File: src/design/cfm_pkg.sv
// cfm_pkg: shared widths, reset values, register indexes and types of the
// crossing frequency meter. No dependencies.
package cfm_pkg;

  // Default sizes of the top-level parameters
  localparam int SAMPLE_BITS_DEF = 8;
  localparam int COUNT_BITS_DEF  = 32;

  // Fixed field widths
  localparam int LEVEL_W     = 8;   // trigger level register
  localparam int RATE_W      = 24;  // sample rate register
  localparam int AVG_W       = 8;   // average count register
  localparam int FRAC_W      = 8;   // fraction bits of a frequency
  localparam int FREQ_W      = 32;  // period term and mean result
  localparam int SUM_W       = 40;  // frequency accumulator
  localparam int CFG_DATA_W  = 24;
  localparam int CFG_INDEX_W = 2;

  // Entries of the crossing queue between front and back
  localparam int QUEUE_DEPTH = 2;

  // Register reset values
  localparam logic [LEVEL_W-1:0] TRIGGER_RESET = 8'd128;
  localparam logic [RATE_W-1:0]  RATE_RESET    = 24'd1000000;
  localparam logic [AVG_W-1:0]   AVG_RESET     = 8'd100;

  // Configuration register indexes
  typedef enum logic [CFG_INDEX_W-1:0] {
    REG_TRIGGER = 2'd0,
    REG_RATE    = 2'd1,
    REG_AVERAGE = 2'd2
  } cfg_reg_e;

  // Back-end sequencer
  typedef enum logic [1:0] {
    BK_IDLE,
    BK_TERM,
    BK_MEAN,
    BK_OUT
  } back_state_e;

  // Crossing queue fill status
  typedef struct packed {
    logic empty;
    logic full;
  } queue_status_t;

endpackage

File: src/design/cfm_front.sv
// cfm_front: accepts samples, counts them and detects rising crossings.
// Pushes the period length of each crossing into the queue. Uses cfm_pkg.
module cfm_front #(
  parameter int SAMPLE_BITS = cfm_pkg::SAMPLE_BITS_DEF,
  parameter int COUNT_BITS  = cfm_pkg::COUNT_BITS_DEF
) (
  input  logic                        clk_i,
  input  logic                        rst_ni,
  input  logic                        in_valid_i,
  output logic                        in_stall_o,
  input  logic [SAMPLE_BITS-1:0]      sample_i,
  input  logic [cfm_pkg::LEVEL_W-1:0] trigger_level_i,
  input  cfm_pkg::queue_status_t      q_status_i,
  output logic                        push_o,
  output logic [COUNT_BITS-1:0]       push_count_o
);

  localparam int CMP_W = (SAMPLE_BITS > cfm_pkg::LEVEL_W) ? SAMPLE_BITS : cfm_pkg::LEVEL_W;

  logic [SAMPLE_BITS-1:0] prev_q, prev_d;
  logic [COUNT_BITS-1:0]  cnt_q, cnt_d;
  logic [COUNT_BITS-1:0]  cnt_inc;
  logic [CMP_W-1:0]       cur_ext, prev_ext, trig_ext;
  logic                   accept;
  logic                   crossing;

  // Hold off new samples while the queue has no room
  assign in_stall_o = q_status_i.full;
  assign accept     = in_valid_i & ~in_stall_o;

  // Count includes the current sample and saturates
  assign cnt_inc = (cnt_q == {COUNT_BITS{1'b1}}) ? cnt_q : cnt_q + COUNT_BITS'(1);

  // Rising crossing: previous at or below level, current at or above
  assign cur_ext  = CMP_W'(sample_i);
  assign prev_ext = CMP_W'(prev_q);
  assign trig_ext = CMP_W'(trigger_level_i);
  assign crossing = (prev_ext <= trig_ext) && (cur_ext >= trig_ext);

  always_comb begin
    prev_d       = prev_q;
    cnt_d        = cnt_q;
    push_o       = 1'b0;
    push_count_o = cnt_inc;
    if (accept) begin
      prev_d = sample_i;
      if (crossing) begin
        push_o = 1'b1;
        cnt_d  = '0;
      end else begin
        cnt_d = cnt_inc;
      end
    end
  end

  always_ff @(posedge clk_i or negedge rst_ni) begin
    if (!rst_ni) begin
      prev_q <= '0;
      cnt_q  <= '0;
    end else begin
      prev_q <= prev_d;
      cnt_q  <= cnt_d;
    end
  end

endmodule

File: src/design/cfm_fifo.sv
// cfm_fifo: short register queue of period lengths between front and back.
// Uses cfm_pkg for its depth and status type.
module cfm_fifo #(
  parameter int WIDTH = cfm_pkg::COUNT_BITS_DEF
) (
  input  logic                   clk_i,
  input  logic                   rst_ni,
  input  logic                   push_i,
  input  logic [WIDTH-1:0]       push_data_i,
  input  logic                   pop_i,
  output logic [WIDTH-1:0]       pop_data_o,
  output cfm_pkg::queue_status_t status_o
);

  localparam int DEPTH = cfm_pkg::QUEUE_DEPTH;
  localparam int PTR_W = (DEPTH > 1) ? $clog2(DEPTH) : 1;
  localparam int CNT_W = $clog2(DEPTH + 1);

  logic [WIDTH-1:0] mem_q [DEPTH];
  logic [PTR_W-1:0] wr_ptr_q, wr_ptr_d;
  logic [PTR_W-1:0] rd_ptr_q, rd_ptr_d;
  logic [CNT_W-1:0] count_q, count_d;
  logic             do_push, do_pop;

  assign status_o.empty = (count_q == '0);
  assign status_o.full  = (count_q == CNT_W'(DEPTH));
  assign do_push        = push_i & ~status_o.full;
  assign do_pop         = pop_i & ~status_o.empty;
  assign pop_data_o     = mem_q[rd_ptr_q];

  // Pointer and fill count update
  always_comb begin
    wr_ptr_d = wr_ptr_q;
    rd_ptr_d = rd_ptr_q;
    count_d  = count_q;
    if (do_push) begin
      wr_ptr_d = (wr_ptr_q == PTR_W'(DEPTH - 1)) ? '0 : wr_ptr_q + PTR_W'(1);
    end
    if (do_pop) begin
      rd_ptr_d = (rd_ptr_q == PTR_W'(DEPTH - 1)) ? '0 : rd_ptr_q + PTR_W'(1);
    end
    if (do_push && !do_pop) begin
      count_d = count_q + CNT_W'(1);
    end else if (do_pop && !do_push) begin
      count_d = count_q - CNT_W'(1);
    end
  end

  always_ff @(posedge clk_i or negedge rst_ni) begin
    if (!rst_ni) begin
      wr_ptr_q <= '0;
      rd_ptr_q <= '0;
      count_q  <= '0;
    end else begin
      wr_ptr_q <= wr_ptr_d;
      rd_ptr_q <= rd_ptr_d;
      count_q  <= count_d;
    end
  end

  // Storage, no reset needed
  always_ff @(posedge clk_i) begin
    if (do_push) begin
      mem_q[wr_ptr_q] <= push_data_i;
    end
  end

endmodule

File: src/design/cfm_div.sv
// cfm_div: restoring bit-serial unsigned divider, one quotient bit a cycle.
// Shared by the period term and the mean. Uses cfm_pkg for widths.
module cfm_div #(
  parameter int DIVISOR_W = cfm_pkg::COUNT_BITS_DEF
) (
  input  logic                      clk_i,
  input  logic                      rst_ni,
  input  logic                      start_i,
  input  logic [cfm_pkg::SUM_W-1:0] dividend_i,
  input  logic [DIVISOR_W-1:0]      divisor_i,
  output logic                      done_o,
  output logic [cfm_pkg::SUM_W-1:0] quotient_o
);

  localparam int QW    = cfm_pkg::SUM_W;
  localparam int STEPW = $clog2(QW + 1);

  logic [QW-1:0]        quot_q, quot_d;
  logic [DIVISOR_W-1:0] rem_q, rem_d;
  logic [DIVISOR_W-1:0] dsr_q, dsr_d;
  logic [STEPW-1:0]     step_q, step_d;
  logic                 busy_q, busy_d;
  logic                 done_q, done_d;
  logic [DIVISOR_W:0]   trial;
  logic [DIVISOR_W:0]   diff;
  logic                 fits;

  // One restoring step: shift in next dividend bit, subtract if it fits
  assign trial = {rem_q, quot_q[QW-1]};
  assign diff  = trial - {1'b0, dsr_q};
  assign fits  = (trial >= {1'b0, dsr_q});

  always_comb begin
    quot_d = quot_q;
    rem_d  = rem_q;
    dsr_d  = dsr_q;
    step_d = step_q;
    busy_d = busy_q;
    done_d = 1'b0;
    if (start_i) begin
      quot_d = dividend_i;
      rem_d  = '0;
      dsr_d  = divisor_i;
      step_d = STEPW'(QW);
      busy_d = 1'b1;
    end else if (busy_q) begin
      quot_d = {quot_q[QW-2:0], fits};
      rem_d  = fits ? diff[DIVISOR_W-1:0] : trial[DIVISOR_W-1:0];
      step_d = step_q - STEPW'(1);
      if (step_q == STEPW'(1)) begin
        busy_d = 1'b0;
        done_d = 1'b1;
      end
    end
  end

  always_ff @(posedge clk_i or negedge rst_ni) begin
    if (!rst_ni) begin
      step_q <= '0;
      busy_q <= 1'b0;
      done_q <= 1'b0;
    end else begin
      step_q <= step_d;
      busy_q <= busy_d;
      done_q <= done_d;
    end
  end

  always_ff @(posedge clk_i) begin
    quot_q <= quot_d;
    rem_q  <= rem_d;
    dsr_q  <= dsr_d;
  end

  assign done_o     = done_q;
  assign quotient_o = quot_q;

endmodule

File: src/design/cfm_back.sv
// cfm_back: turns queued period lengths into frequency terms, accumulates
// them and emits the mean. Uses cfm_pkg and cfm_div.
module cfm_back #(
  parameter int COUNT_BITS = cfm_pkg::COUNT_BITS_DEF
) (
  input  logic                         clk_i,
  input  logic                         rst_ni,
  input  cfm_pkg::queue_status_t       q_status_i,
  input  logic [COUNT_BITS-1:0]        q_count_i,
  output logic                         pop_o,
  input  logic [cfm_pkg::RATE_W-1:0]   sample_rate_i,
  input  logic [cfm_pkg::AVG_W-1:0]    average_count_i,
  output logic                         out_valid_o,
  input  logic                         out_stall_i,
  output logic [cfm_pkg::FREQ_W-1:0]   mean_frequency_o
);

  localparam int SUM_W  = cfm_pkg::SUM_W;
  localparam int FREQ_W = cfm_pkg::FREQ_W;
  localparam int AVG_W  = cfm_pkg::AVG_W;

  cfm_pkg::back_state_e state_q, state_d;

  logic [SUM_W-1:0]      sum_q, sum_d;
  logic [AVG_W-1:0]      seen_q, seen_d;
  logic                  out_valid_q, out_valid_d;
  logic [FREQ_W-1:0]     mean_q, mean_d;
  logic [AVG_W-1:0]      need;
  logic [AVG_W-1:0]      seen_inc;
  logic [SUM_W-1:0]      sum_add;
  logic                  div_start;
  logic [SUM_W-1:0]      div_dividend;
  logic [COUNT_BITS-1:0] div_divisor;
  logic                  div_done;
  logic [SUM_W-1:0]      div_quot;

  // A zero average count means every crossing reports
  assign need     = (average_count_i == '0) ? AVG_W'(1) : average_count_i;
  assign seen_inc = seen_q + AVG_W'(1);
  assign sum_add  = sum_q + SUM_W'(div_quot[FREQ_W-1:0]);

  cfm_div #(
    .DIVISOR_W (COUNT_BITS)
  ) u_div (
    .clk_i      (clk_i),
    .rst_ni     (rst_ni),
    .start_i    (div_start),
    .dividend_i (div_dividend),
    .divisor_i  (div_divisor),
    .done_o     (div_done),
    .quotient_o (div_quot)
  );

  // Sequencer: term division, accumulate, mean division, deliver
  always_comb begin
    state_d      = state_q;
    sum_d        = sum_q;
    seen_d       = seen_q;
    out_valid_d  = out_valid_q;
    mean_d       = mean_q;
    pop_o        = 1'b0;
    div_start    = 1'b0;
    div_dividend = SUM_W'({sample_rate_i, {cfm_pkg::FRAC_W{1'b0}}});
    div_divisor  = q_count_i;

    // Result taken downstream frees the output register
    if (out_valid_q && !out_stall_i) begin
      out_valid_d = 1'b0;
    end

    case (state_q)
      cfm_pkg::BK_IDLE: begin
        if (!q_status_i.empty) begin
          pop_o     = 1'b1;
          div_start = 1'b1;
          state_d   = cfm_pkg::BK_TERM;
        end
      end
      cfm_pkg::BK_TERM: begin
        if (div_done) begin
          if (seen_inc >= need) begin
            div_start    = 1'b1;
            div_dividend = sum_add;
            div_divisor  = COUNT_BITS'(need);
            sum_d        = '0;
            seen_d       = '0;
            state_d      = cfm_pkg::BK_MEAN;
          end else begin
            sum_d   = sum_add;
            seen_d  = seen_inc;
            state_d = cfm_pkg::BK_IDLE;
          end
        end
      end
      cfm_pkg::BK_MEAN: begin
        if (div_done) begin
          state_d = cfm_pkg::BK_OUT;
        end
      end
      cfm_pkg::BK_OUT: begin
        // Quotient holds in the divider until the output register is free
        if (!out_valid_q || !out_stall_i) begin
          out_valid_d = 1'b1;
          mean_d      = div_quot[FREQ_W-1:0];
          state_d     = cfm_pkg::BK_IDLE;
        end
      end
      default: begin
        state_d = cfm_pkg::BK_IDLE;
      end
    endcase
  end

  always_ff @(posedge clk_i or negedge rst_ni) begin
    if (!rst_ni) begin
      state_q     <= cfm_pkg::BK_IDLE;
      sum_q       <= '0;
      seen_q      <= '0;
      out_valid_q <= 1'b0;
    end else begin
      state_q     <= state_d;
      sum_q       <= sum_d;
      seen_q      <= seen_d;
      out_valid_q <= out_valid_d;
    end
  end

  always_ff @(posedge clk_i) begin
    mean_q <= mean_d;
  end

  assign out_valid_o      = out_valid_q;
  assign mean_frequency_o = mean_q;

endmodule

File: src/design/crossing_frequency_meter_core.sv
// Crossing frequency meter. Every accepted sample is counted; a rising
// crossing of the trigger level hands the sample count of that period to a
// two-entry queue, and the back end divides sample_rate * 256 by it, sums the
// terms and, after average_count crossings, divides the sum by that count and
// reports the mean in Hz with 8 fraction bits. Each crossing runs through
// the shared bit-serial divider (40 quotient bits, one per cycle), and a
// crossing that completes an average runs through it again for the mean
// before the result appears; samples keep flowing until two crossings are
// waiting. Configure only while the block is idle.
module crossing_frequency_meter_core #(
  parameter int SAMPLE_BITS = cfm_pkg::SAMPLE_BITS_DEF,
  parameter int COUNT_BITS  = cfm_pkg::COUNT_BITS_DEF
) (
  input  logic                            clk_i,
  input  logic                            rst_ni,
  // Configuration writes
  input  logic                            cfg_we_i,
  input  logic [cfm_pkg::CFG_INDEX_W-1:0] cfg_index_i,
  input  logic [cfm_pkg::CFG_DATA_W-1:0]  cfg_data_i,
  // Sample requests
  input  logic                            in_valid_i,
  output logic                            in_stall_o,
  input  logic [SAMPLE_BITS-1:0]          sample_i,
  // Result requests
  output logic                            out_valid_o,
  input  logic                            out_stall_i,
  output logic [cfm_pkg::FREQ_W-1:0]      mean_frequency_o
);

  logic [cfm_pkg::LEVEL_W-1:0] trigger_q;
  logic [cfm_pkg::RATE_W-1:0]  rate_q;
  logic [cfm_pkg::AVG_W-1:0]   avg_q;

  cfm_pkg::queue_status_t q_status;
  logic                   push;
  logic [COUNT_BITS-1:0]  push_count;
  logic                   pop;
  logic [COUNT_BITS-1:0]  pop_count;

  // Configuration registers; upper data bits beyond a register are dropped
  always_ff @(posedge clk_i or negedge rst_ni) begin
    if (!rst_ni) begin
      trigger_q <= cfm_pkg::TRIGGER_RESET;
      rate_q    <= cfm_pkg::RATE_RESET;
      avg_q     <= cfm_pkg::AVG_RESET;
    end else if (cfg_we_i) begin
      case (cfm_pkg::cfg_reg_e'(cfg_index_i))
        cfm_pkg::REG_TRIGGER: trigger_q <= cfg_data_i[cfm_pkg::LEVEL_W-1:0];
        cfm_pkg::REG_RATE:    rate_q    <= cfg_data_i[cfm_pkg::RATE_W-1:0];
        cfm_pkg::REG_AVERAGE: avg_q     <= cfg_data_i[cfm_pkg::AVG_W-1:0];
        default: begin
        end
      endcase
    end
  end

  cfm_front #(
    .SAMPLE_BITS (SAMPLE_BITS),
    .COUNT_BITS  (COUNT_BITS)
  ) u_front (
    .clk_i           (clk_i),
    .rst_ni          (rst_ni),
    .in_valid_i      (in_valid_i),
    .in_stall_o      (in_stall_o),
    .sample_i        (sample_i),
    .trigger_level_i (trigger_q),
    .q_status_i      (q_status),
    .push_o          (push),
    .push_count_o    (push_count)
  );

  cfm_fifo #(
    .WIDTH (COUNT_BITS)
  ) u_fifo (
    .clk_i       (clk_i),
    .rst_ni      (rst_ni),
    .push_i      (push),
    .push_data_i (push_count),
    .pop_i       (pop),
    .pop_data_o  (pop_count),
    .status_o    (q_status)
  );

  cfm_back #(
    .COUNT_BITS (COUNT_BITS)
  ) u_back (
    .clk_i            (clk_i),
    .rst_ni           (rst_ni),
    .q_status_i       (q_status),
    .q_count_i        (pop_count),
    .pop_o            (pop),
    .sample_rate_i    (rate_q),
    .average_count_i  (avg_q),
    .out_valid_o      (out_valid_o),
    .out_stall_i      (out_stall_i),
    .mean_frequency_o (mean_frequency_o)
  );

endmodule

File: config.mk
export PLATFORM = sky130hd
export DESIGN_NAME = crossing_frequency_meter_core
export DESIGN_NICKNAME = d
export VERILOG_FILES = /design/src/design/cfm_pkg.sv /design/src/design/cfm_front.sv /design/src/design/cfm_fifo.sv /design/src/design/cfm_div.sv /design/src/design/cfm_back.sv /design/src/design/crossing_frequency_meter_core.sv
export SDC_FILE = /design/constraint.sdc
export NUM_CORES = 1
export LEC_CHECK = 0
export BUFFER_PORTS_ARGS = -buffer_cell sky130_fd_sc_hd__buf_2
export CAP_MARGIN = 25
export CORE_ASPECT_RATIO = 0.5
export CORE_MARGIN = 3
export CORE_UTILIZATION = 61
export DETAILED_ROUTE_END_ITERATION = 8
export GPL_TIMING_DRIVEN = 0
export PLACE_DENSITY_LB_ADDON = 0.08
export SYNTH_ARGS = -nofsm -noshare
export SYNTH_HDL_FRONTEND = slang
export SYNTH_HIERARCHICAL = 1
export SYNTH_SLANG_ARGS = --single-unit
File: constraint.sdc
create_clock -name clk_i -period 6 [get_ports clk_i]
set_input_delay 1.8 -clock clk_i [delete_from_list [all_inputs] [get_ports clk_i]]
set_output_delay 1.8 -clock clk_i [all_outputs]
set_load 0.01 [all_outputs]
* Yosys cells after proc, flatten, opt, wreduce, memory -nomap -nowiden *
Memory sizes are Yosys's and may differ from the RTL's.
Cells that the tools add are included.

word-level totals
  memories = 1
  register bits = 279
  RAM bits = 64
  input bits = 39
  word-level logic and storage cells = 115
  output and inout bits = 34

cells by class
  reductions and logical operators = 21
  eq/ne operators = 12
  multiplexer cells = 44
  bitwise gates (word level) = 5
  $lt $le $gt $ge = 4
  $add $sub $neg = 9

memories
  memory        words  bits a word  rd ports  clocked after memory_dff  wr ports  RTL line        source
  u_fifo.mem_q  2      32           1         0                         1         cfm_fifo.sv:19  logic [WIDTH-1:0] mem_q [DEPTH];

operators by type and width
  kind                                                 number
  two-way mux 40 bit                                   6
  two-way mux 32 bit                                   6
  adder 40 x 32 -> 40 bit                              1
  greater-or-equal comparator 33 x 32 -> 1 bit         1
  adder 32 x 1 -> 32 bit, second input constant        1
  equality test 32 bit, second input constant          1
  subtractor 32 bit                                    1
  two-way mux 1 bit                                    19
  greater-or-equal comparator 8 bit                    2
  two-way mux 8 bit                                    2
  two-way mux 2 bit                                    7
  two-way mux 6 bit                                    2
  AND reduction 2 bit                                  5
  adder 8 x 1 -> 8 bit, second input constant          1
  equality test 2 bit, second input constant           4
  <= comparator 8 bit                                  1
  zero test 8 bit                                      1
  case mux 2 bit (4 select lines)                      1
  equality test 6 x 1 -> 1 bit, second input constant  1
  zero test 2 bit                                      3
  != test 2 bit, second input constant                 3
  subtractor 6 x 1 -> 6 bit, second input constant     1
  equality test 2 x 1 -> 1 bit, second input constant  2
  logical AND 1 bit                                    4
  11 further kinds                                     19

* Longest topological paths before layout *
  depth after elaboration = 9
  depth in mapped cells = 17
  mapped depth without buffers = 13

* Modules after synthesis *
The synthesis kept the hierarchy.

by module, submodules not included
  module                         times used  area each (µm²)  cells each  seq. area each (µm²)
  cfm_div                        1           6252.2           594         3002.9
  cfm_back                       1           5831.8           630         2237.1
  cfm_front                      1           3080.5           367         1001.0
  cfm_fifo                       1           2658.8           119         2021.9
  crossing_frequency_meter_core  1           1530.2           85          1014.7

* Worst setup path before layout *
OpenSTA, ideal clock, no wires.

  kind = reg-to-reg
  from = register avg_q[5] in the netlist's numbering
  to = register u_back.u_div.quot_q[0] (netlist: u_back/u_div/quotient_o[0]), enable pin
  data required time = 5.561 ns
  arrival = 4.595 ns
  slack = 0.966 ns
  stages on the path, launching flop included = 17
  path through = dfstp_2 > nor4_1 > a41o_1 > ha_1 > nand2b_1 > a21o_1 > a21oi_1 > o21a_1 > o21ai_1 > nand2_1 > clkbuf_1 > clkbuf_1 > nand2_1 > clkbuf_1 > nor2_1 > clkbuf_1 > inv_1

on the way
  cells in the longest elaborated chain, start to end = 7

ends and longest elaborated chain
  element                                RTL line                             source
  from (decl)                            crossing_frequency_meter_core.sv:32  logic [cfm_pkg::AVG_W-1:0] avg_q;
  from (signal assigned)                 crossing_frequency_meter_core.sv:45  avg_q <= cfm_pkg::AVG_RESET;
  from (signal assigned)                 crossing_frequency_meter_core.sv:50  cfm_pkg::REG_AVERAGE: avg_q <= cfg_data_i[cfm_pkg::AVG_W-1:0];
  zero test 8 bit                        cfm_back.sv:38                       assign need = (average_count_i == '0) ? AVG_W'(1) : average_count_i;
  two-way mux 8 bit *                    cfm_back.sv:38
  greater-or-equal comparator 8 bit *    cfm_back.sv:81                       if (seen_inc >= need) begin
  two-way mux 1 bit *                    cfm_back.sv:81
  two-way mux 1 bit *                    cfm_back.sv:80                       if (div_done) begin
  case mux 1 bit (2 select lines) *      cfm_back.sv:71                       case (state_q)
  named net u_back.div_start             cfm_back.sv:31                       logic div_start;
  nonzero test 2 bit (no source line) *  -
  to (signal assigned)                   cfm_div.sv:70                        quot_q <= quot_d;
  to (decl)                              cfm_div.sv:18                        logic [QW-1:0] quot_q, quot_d;

The timed path passes the listed nets; every way through them passes the cells marked *.
A chain may end at the register's enable or synchronous reset.

* Final worst setup path *
  from = register avg_q[4] in the netlist's numbering
  to = register u_back.u_div.quot_q[3] (netlist: u_back/u_div/quotient_o[3]), enable pin

The elaborated chain is that of the path after synthesis.

==> impl_metrics.py <==
metrics = {
    "critical_path": {
        "cp.arrival_ns": 5.57,
        "endpoint_kind": "register",
        "critPathKind": "register to register",
        "critPathLaunchType": "register",
        "crit_fanout": 40,
        "crit_required_ns": 6.31,
        "reg2reg_depth": 15,
    },
    "logic_synthesis": {
        "postSynthCellCount": 1795,
        "ys_ff_latch": 343,
        "syn_area_um2": 19350,
        "synth_nets": 1929,
        "synth_area_per_cell_um2": 10.78,
        "synth_top_area_cell": "edfxtp_1",
        "synth_area_leaders": "edfxtp_1 (26%), dfrtp_1 (17%), ha_1 (6.0%), mux2_2 (5.4%), nand2_1 (3.9%)",
        "yosysMostFrequentCell": "nand2_1",
        "synthDistinctLibCells": 105,
        "yosys_warnings": 6,
        "async_reset_ff_share_pct": 41.69,
        "yosys_most_used_dff": "edfxtp_1",
        "synth_top_area_share_pct": 26.07,
        "synth_edf_count": 168,
        "ys_seq_area_share_pct": 47.94,
        "synth.cells.most_frequent": "nand2_1 (200), edfxtp_1 (168), dfrtp_1 (132), o21ai_0 (100)",
    },
    "pwr": {
        "power.clock.fraction_pct": 19.0,
        "powerDensity_nw_per_um2": 492.8,
        "switchingPower_uw": 4168,
        "ir_drop_mv": 0.2384,
        "p_leak_uw": 0.009078,
        "combPwrFrac_pct": 46.2,
        "swShare_pct": 39.62,
        "p_int_uw": 6352,
        "seqPwrFrac_pct": 34.8,
    },
    "drt": {
        "drc": 0,
        "wire_per_inst_um": 20.06,
        "drt_iter0_drc": 1099,
        "via_per_inst": 6.111,
        "ant_nets": 0,
        "drt_pass1_iterations": 5,
        "via_count": 14360,
        "drt_wl_total_mm": 47.13,
    },
    "finish": {
        "final_util_pct": 69.32,
        "areaGrowthSynthToFinish_pct": 10.32,
        "nNetsFinal": 2036,
        "diodes": 0,
        "final_layout_size_suffix_gt1_share_pct": 17.91,
        "fill_cells": 2337,
        "stdcell_count": 2349,
    },
    "floorplan": {
        "row_count": 45,
        "die_area_um2": 34030,
        "fp.dieH_um": 132.0,
        "die_w_um": 257.9,
        "core_area_um2": 30800,
        "start_util_pct": 62.84,
        "ios": 73,
    },
    "sta": {
        "slew_headroom_pct": 38.50,
        "fin_tns_setup_ns": 0,
        "setup_violations": 0,
        "worst_pin_slew_ns": 0.9081,
        "finalHoldViolations": 0,
        "period_minus_slack_ns": 5.266,
        "fmax_mhz": 189.9,
        "slew_violations": 0,
        "fin_skew_ns": 0.01234,
        "min_period_over_period_pct": 87.77,
        "rsz0062_at_grt": "no",
        "layout_setup_ws_ns": 0.7340,
    },
    "worst_hold_path": {
        "hp-class": "register to register",
        "hold_depth": 2,
    },
    "clock_tree": {
        "htree_levels": 1,
        "clk_path_buf_depth": 3,
        "cts_tree": "yes",
        "clock_latency_ns": 0.58,
        "clk_pin_slew_ns": 0.07,
        "cts_root_buf": "clkbuf_16",
        "clkSinkCount": 343,
        "cts_buffers": 31,
    },
    "global_routing": {
        "grt_max_degree": 79,
        "grt_antenna_before_repair": 0,
        "grt_pass1_wl_mm": 75.73,
        "grt_pass1_vias": 14250,
        "gr-total-overflow": 0,
        "grt_use_total_pct": 27.62,
    },
    "place": {
        "dp_cells": 2294,
        "place_hpwl_mm": 34.13,
        "port_buffers": 72,
        "place_congestion": 0.9174,
        "dp_slack_ns": -0.4604,
    },
    "job": {
        "maxCapViolCount": 0,
    },
    "status": {
        "status": "complete, no violations",
    },
}
## cell families (layout without fill, tap and decap cells)
family                   count (synthesis)  after routing  synth area share, %
adder cells (fa/ha/maj)                 95             95                6.219
buffers and inverters                  165            296                3.944
XOR/XNOR                               102            102                4.616
flip-flops                             343            343                47.94
AND/OR/NAND/NOR                        539            539                14.27
AO/OA/AOI/OAI                          417            417                14.72
multiplexers                           134            134                8.288
## power by group through the flow
stage	sequential (uW)	combinational (uW)	clock (uW)
after floorplan	3530	3710	0
after global placement	3670	4600	0
after detailed placement	3690	4770	0
after CTS	3650	4800	2050
after global routing	3730	5340	2150
final	3660	4860	2000
## registers in the layout, summed over array words and instances (netlist names), 24 cells and up, named ones only
signal	cells
u_fifo/mem_q	64
u_back/sum_q	40
u_back/u_div/quotient_o	40
u_back/mean_frequency_o	32
u_back/u_div/dsr_q	32
u_back/u_div/rem_q	32
u_front/cnt_q	32
rate_q	24
## what timing repair did
action                                  in CTS  in global routing
hold buffers                                 0                  0
endpoints found under the setup margin      49                 49
setup buffers                                0                  0
resized for setup                            1                  1
## cell type report
| class | count | area [um^2] | share of cell area [%] |
|---|---|---|---|
| multi-input combinational | 1287 | 9343 | 43.76 |
| tap | 423 | 529.3 | 2.479 |
| buffer | 89 | 478.0 | 2.239 |
| timing repair buffer | 76 | 441.7 | 2.069 |
| clock inverter | 19 | 181.4 | 0.8497 |
| clock buffer | 38 | 822.0 | 3.850 |
| sequential | 343 | 9278 | 43.45 |
| inverter | 74 | 277.8 | 1.301 |
## metal layers
| layer | track usage [%] | wire length [um] | up-vias |
|---|---|---|---|
| met5 | 0 | 0 | - |
| met4 | 8.688 | 1303 | 0 |
| met3 | 4.279 | 2933 | 102 |
| met2 | 45.02 | 21740 | 472 |
| met1 | 38.40 | 21150 | 6989 |
| li1 | - | - | 6792 |
## critical path, stage by stage, from the launching register on
cell and delay [ns]:
dfrtp_1 0.40, nor4_1 0.33, a41o_1 0.29, ha_1 0.24
nand2b_1 0.15, a21o_1 0.17, a21oi_1 0.14, o21a_1 0.18
o21ai_1 0.24, nand2_2 0.66, nand2_4 0.47, clkbuf_1 0.34
nor2_1 0.43, clkbuf_1 0.60, inv_2 0.10, buf_12 0.22
## per-stage QoR
step	area [um^2]	power [uW]	hold slack, ns
after floorplan	19350	7242	0.4451
after global placement	20240	8272	0.4596
after detailed placement	20350	8462	0.4594
after CTS	21350	10500	0.4718
after global routing	21350	11220	0.5047
final	21350	10520	0.4686
## cells in the final DEF, fill, tap and decap left out, types with 13 or more instances in the layout
| master | instances |
|---|---|
| a21oi_1 | 77 |
| nand4_1 | 27 |
| a311oi_1 | 13 |
| nor2_1 | 92 |
| nand2_1 | 198 |
| nand3_1 | 39 |
| ha_1 | 93 |
| nand2b_1 | 13 |
| a22o_1 | 34 |
| dfxtp_1 | 32 |
| and3_1 | 16 |
| buf_2 | 86 |
| dfrtp_1 | 132 |
| clkbuf_16 | 31 |
| mux2_2 | 93 |
| nor2b_1 | 17 |
| o31ai_1 | 19 |
| edfxtp_1 | 168 |
| mux2_4 | 29 |
| o211ai_1 | 18 |
| and2_1 | 30 |
| nor3_1 | 24 |
| xor2_1 | 48 |
| a21o_1 | 31 |
| o21ai_1 | 25 |
| inv_1 | 73 |
| clkbuf_1 | 55 |
| o21ai_0 | 100 |
| xnor2_1 | 54 |
## worst paths after layout
path                                              endpoint  slack, ns                    from
worst min register to register      u_back/u_div/rem_q[22]       0.47  u_back/u_div/rem_q[22]
worst max register to register  u_back/u_div/quotient_o[3]       0.73                avg_q[4]
worst min-delay path                u_back/u_div/rem_q[22]       0.47  u_back/u_div/rem_q[22]
min in group asynchronous                  u_back/sum_q[8]       1.25                  rst_ni
max in group asynchronous                u_front/cnt_q[29]       3.85                  rst_ni
worst max-delay path            u_back/u_div/quotient_o[3]       0.73                avg_q[4]
Note: power is estimated with default switching activity, not from simulation.
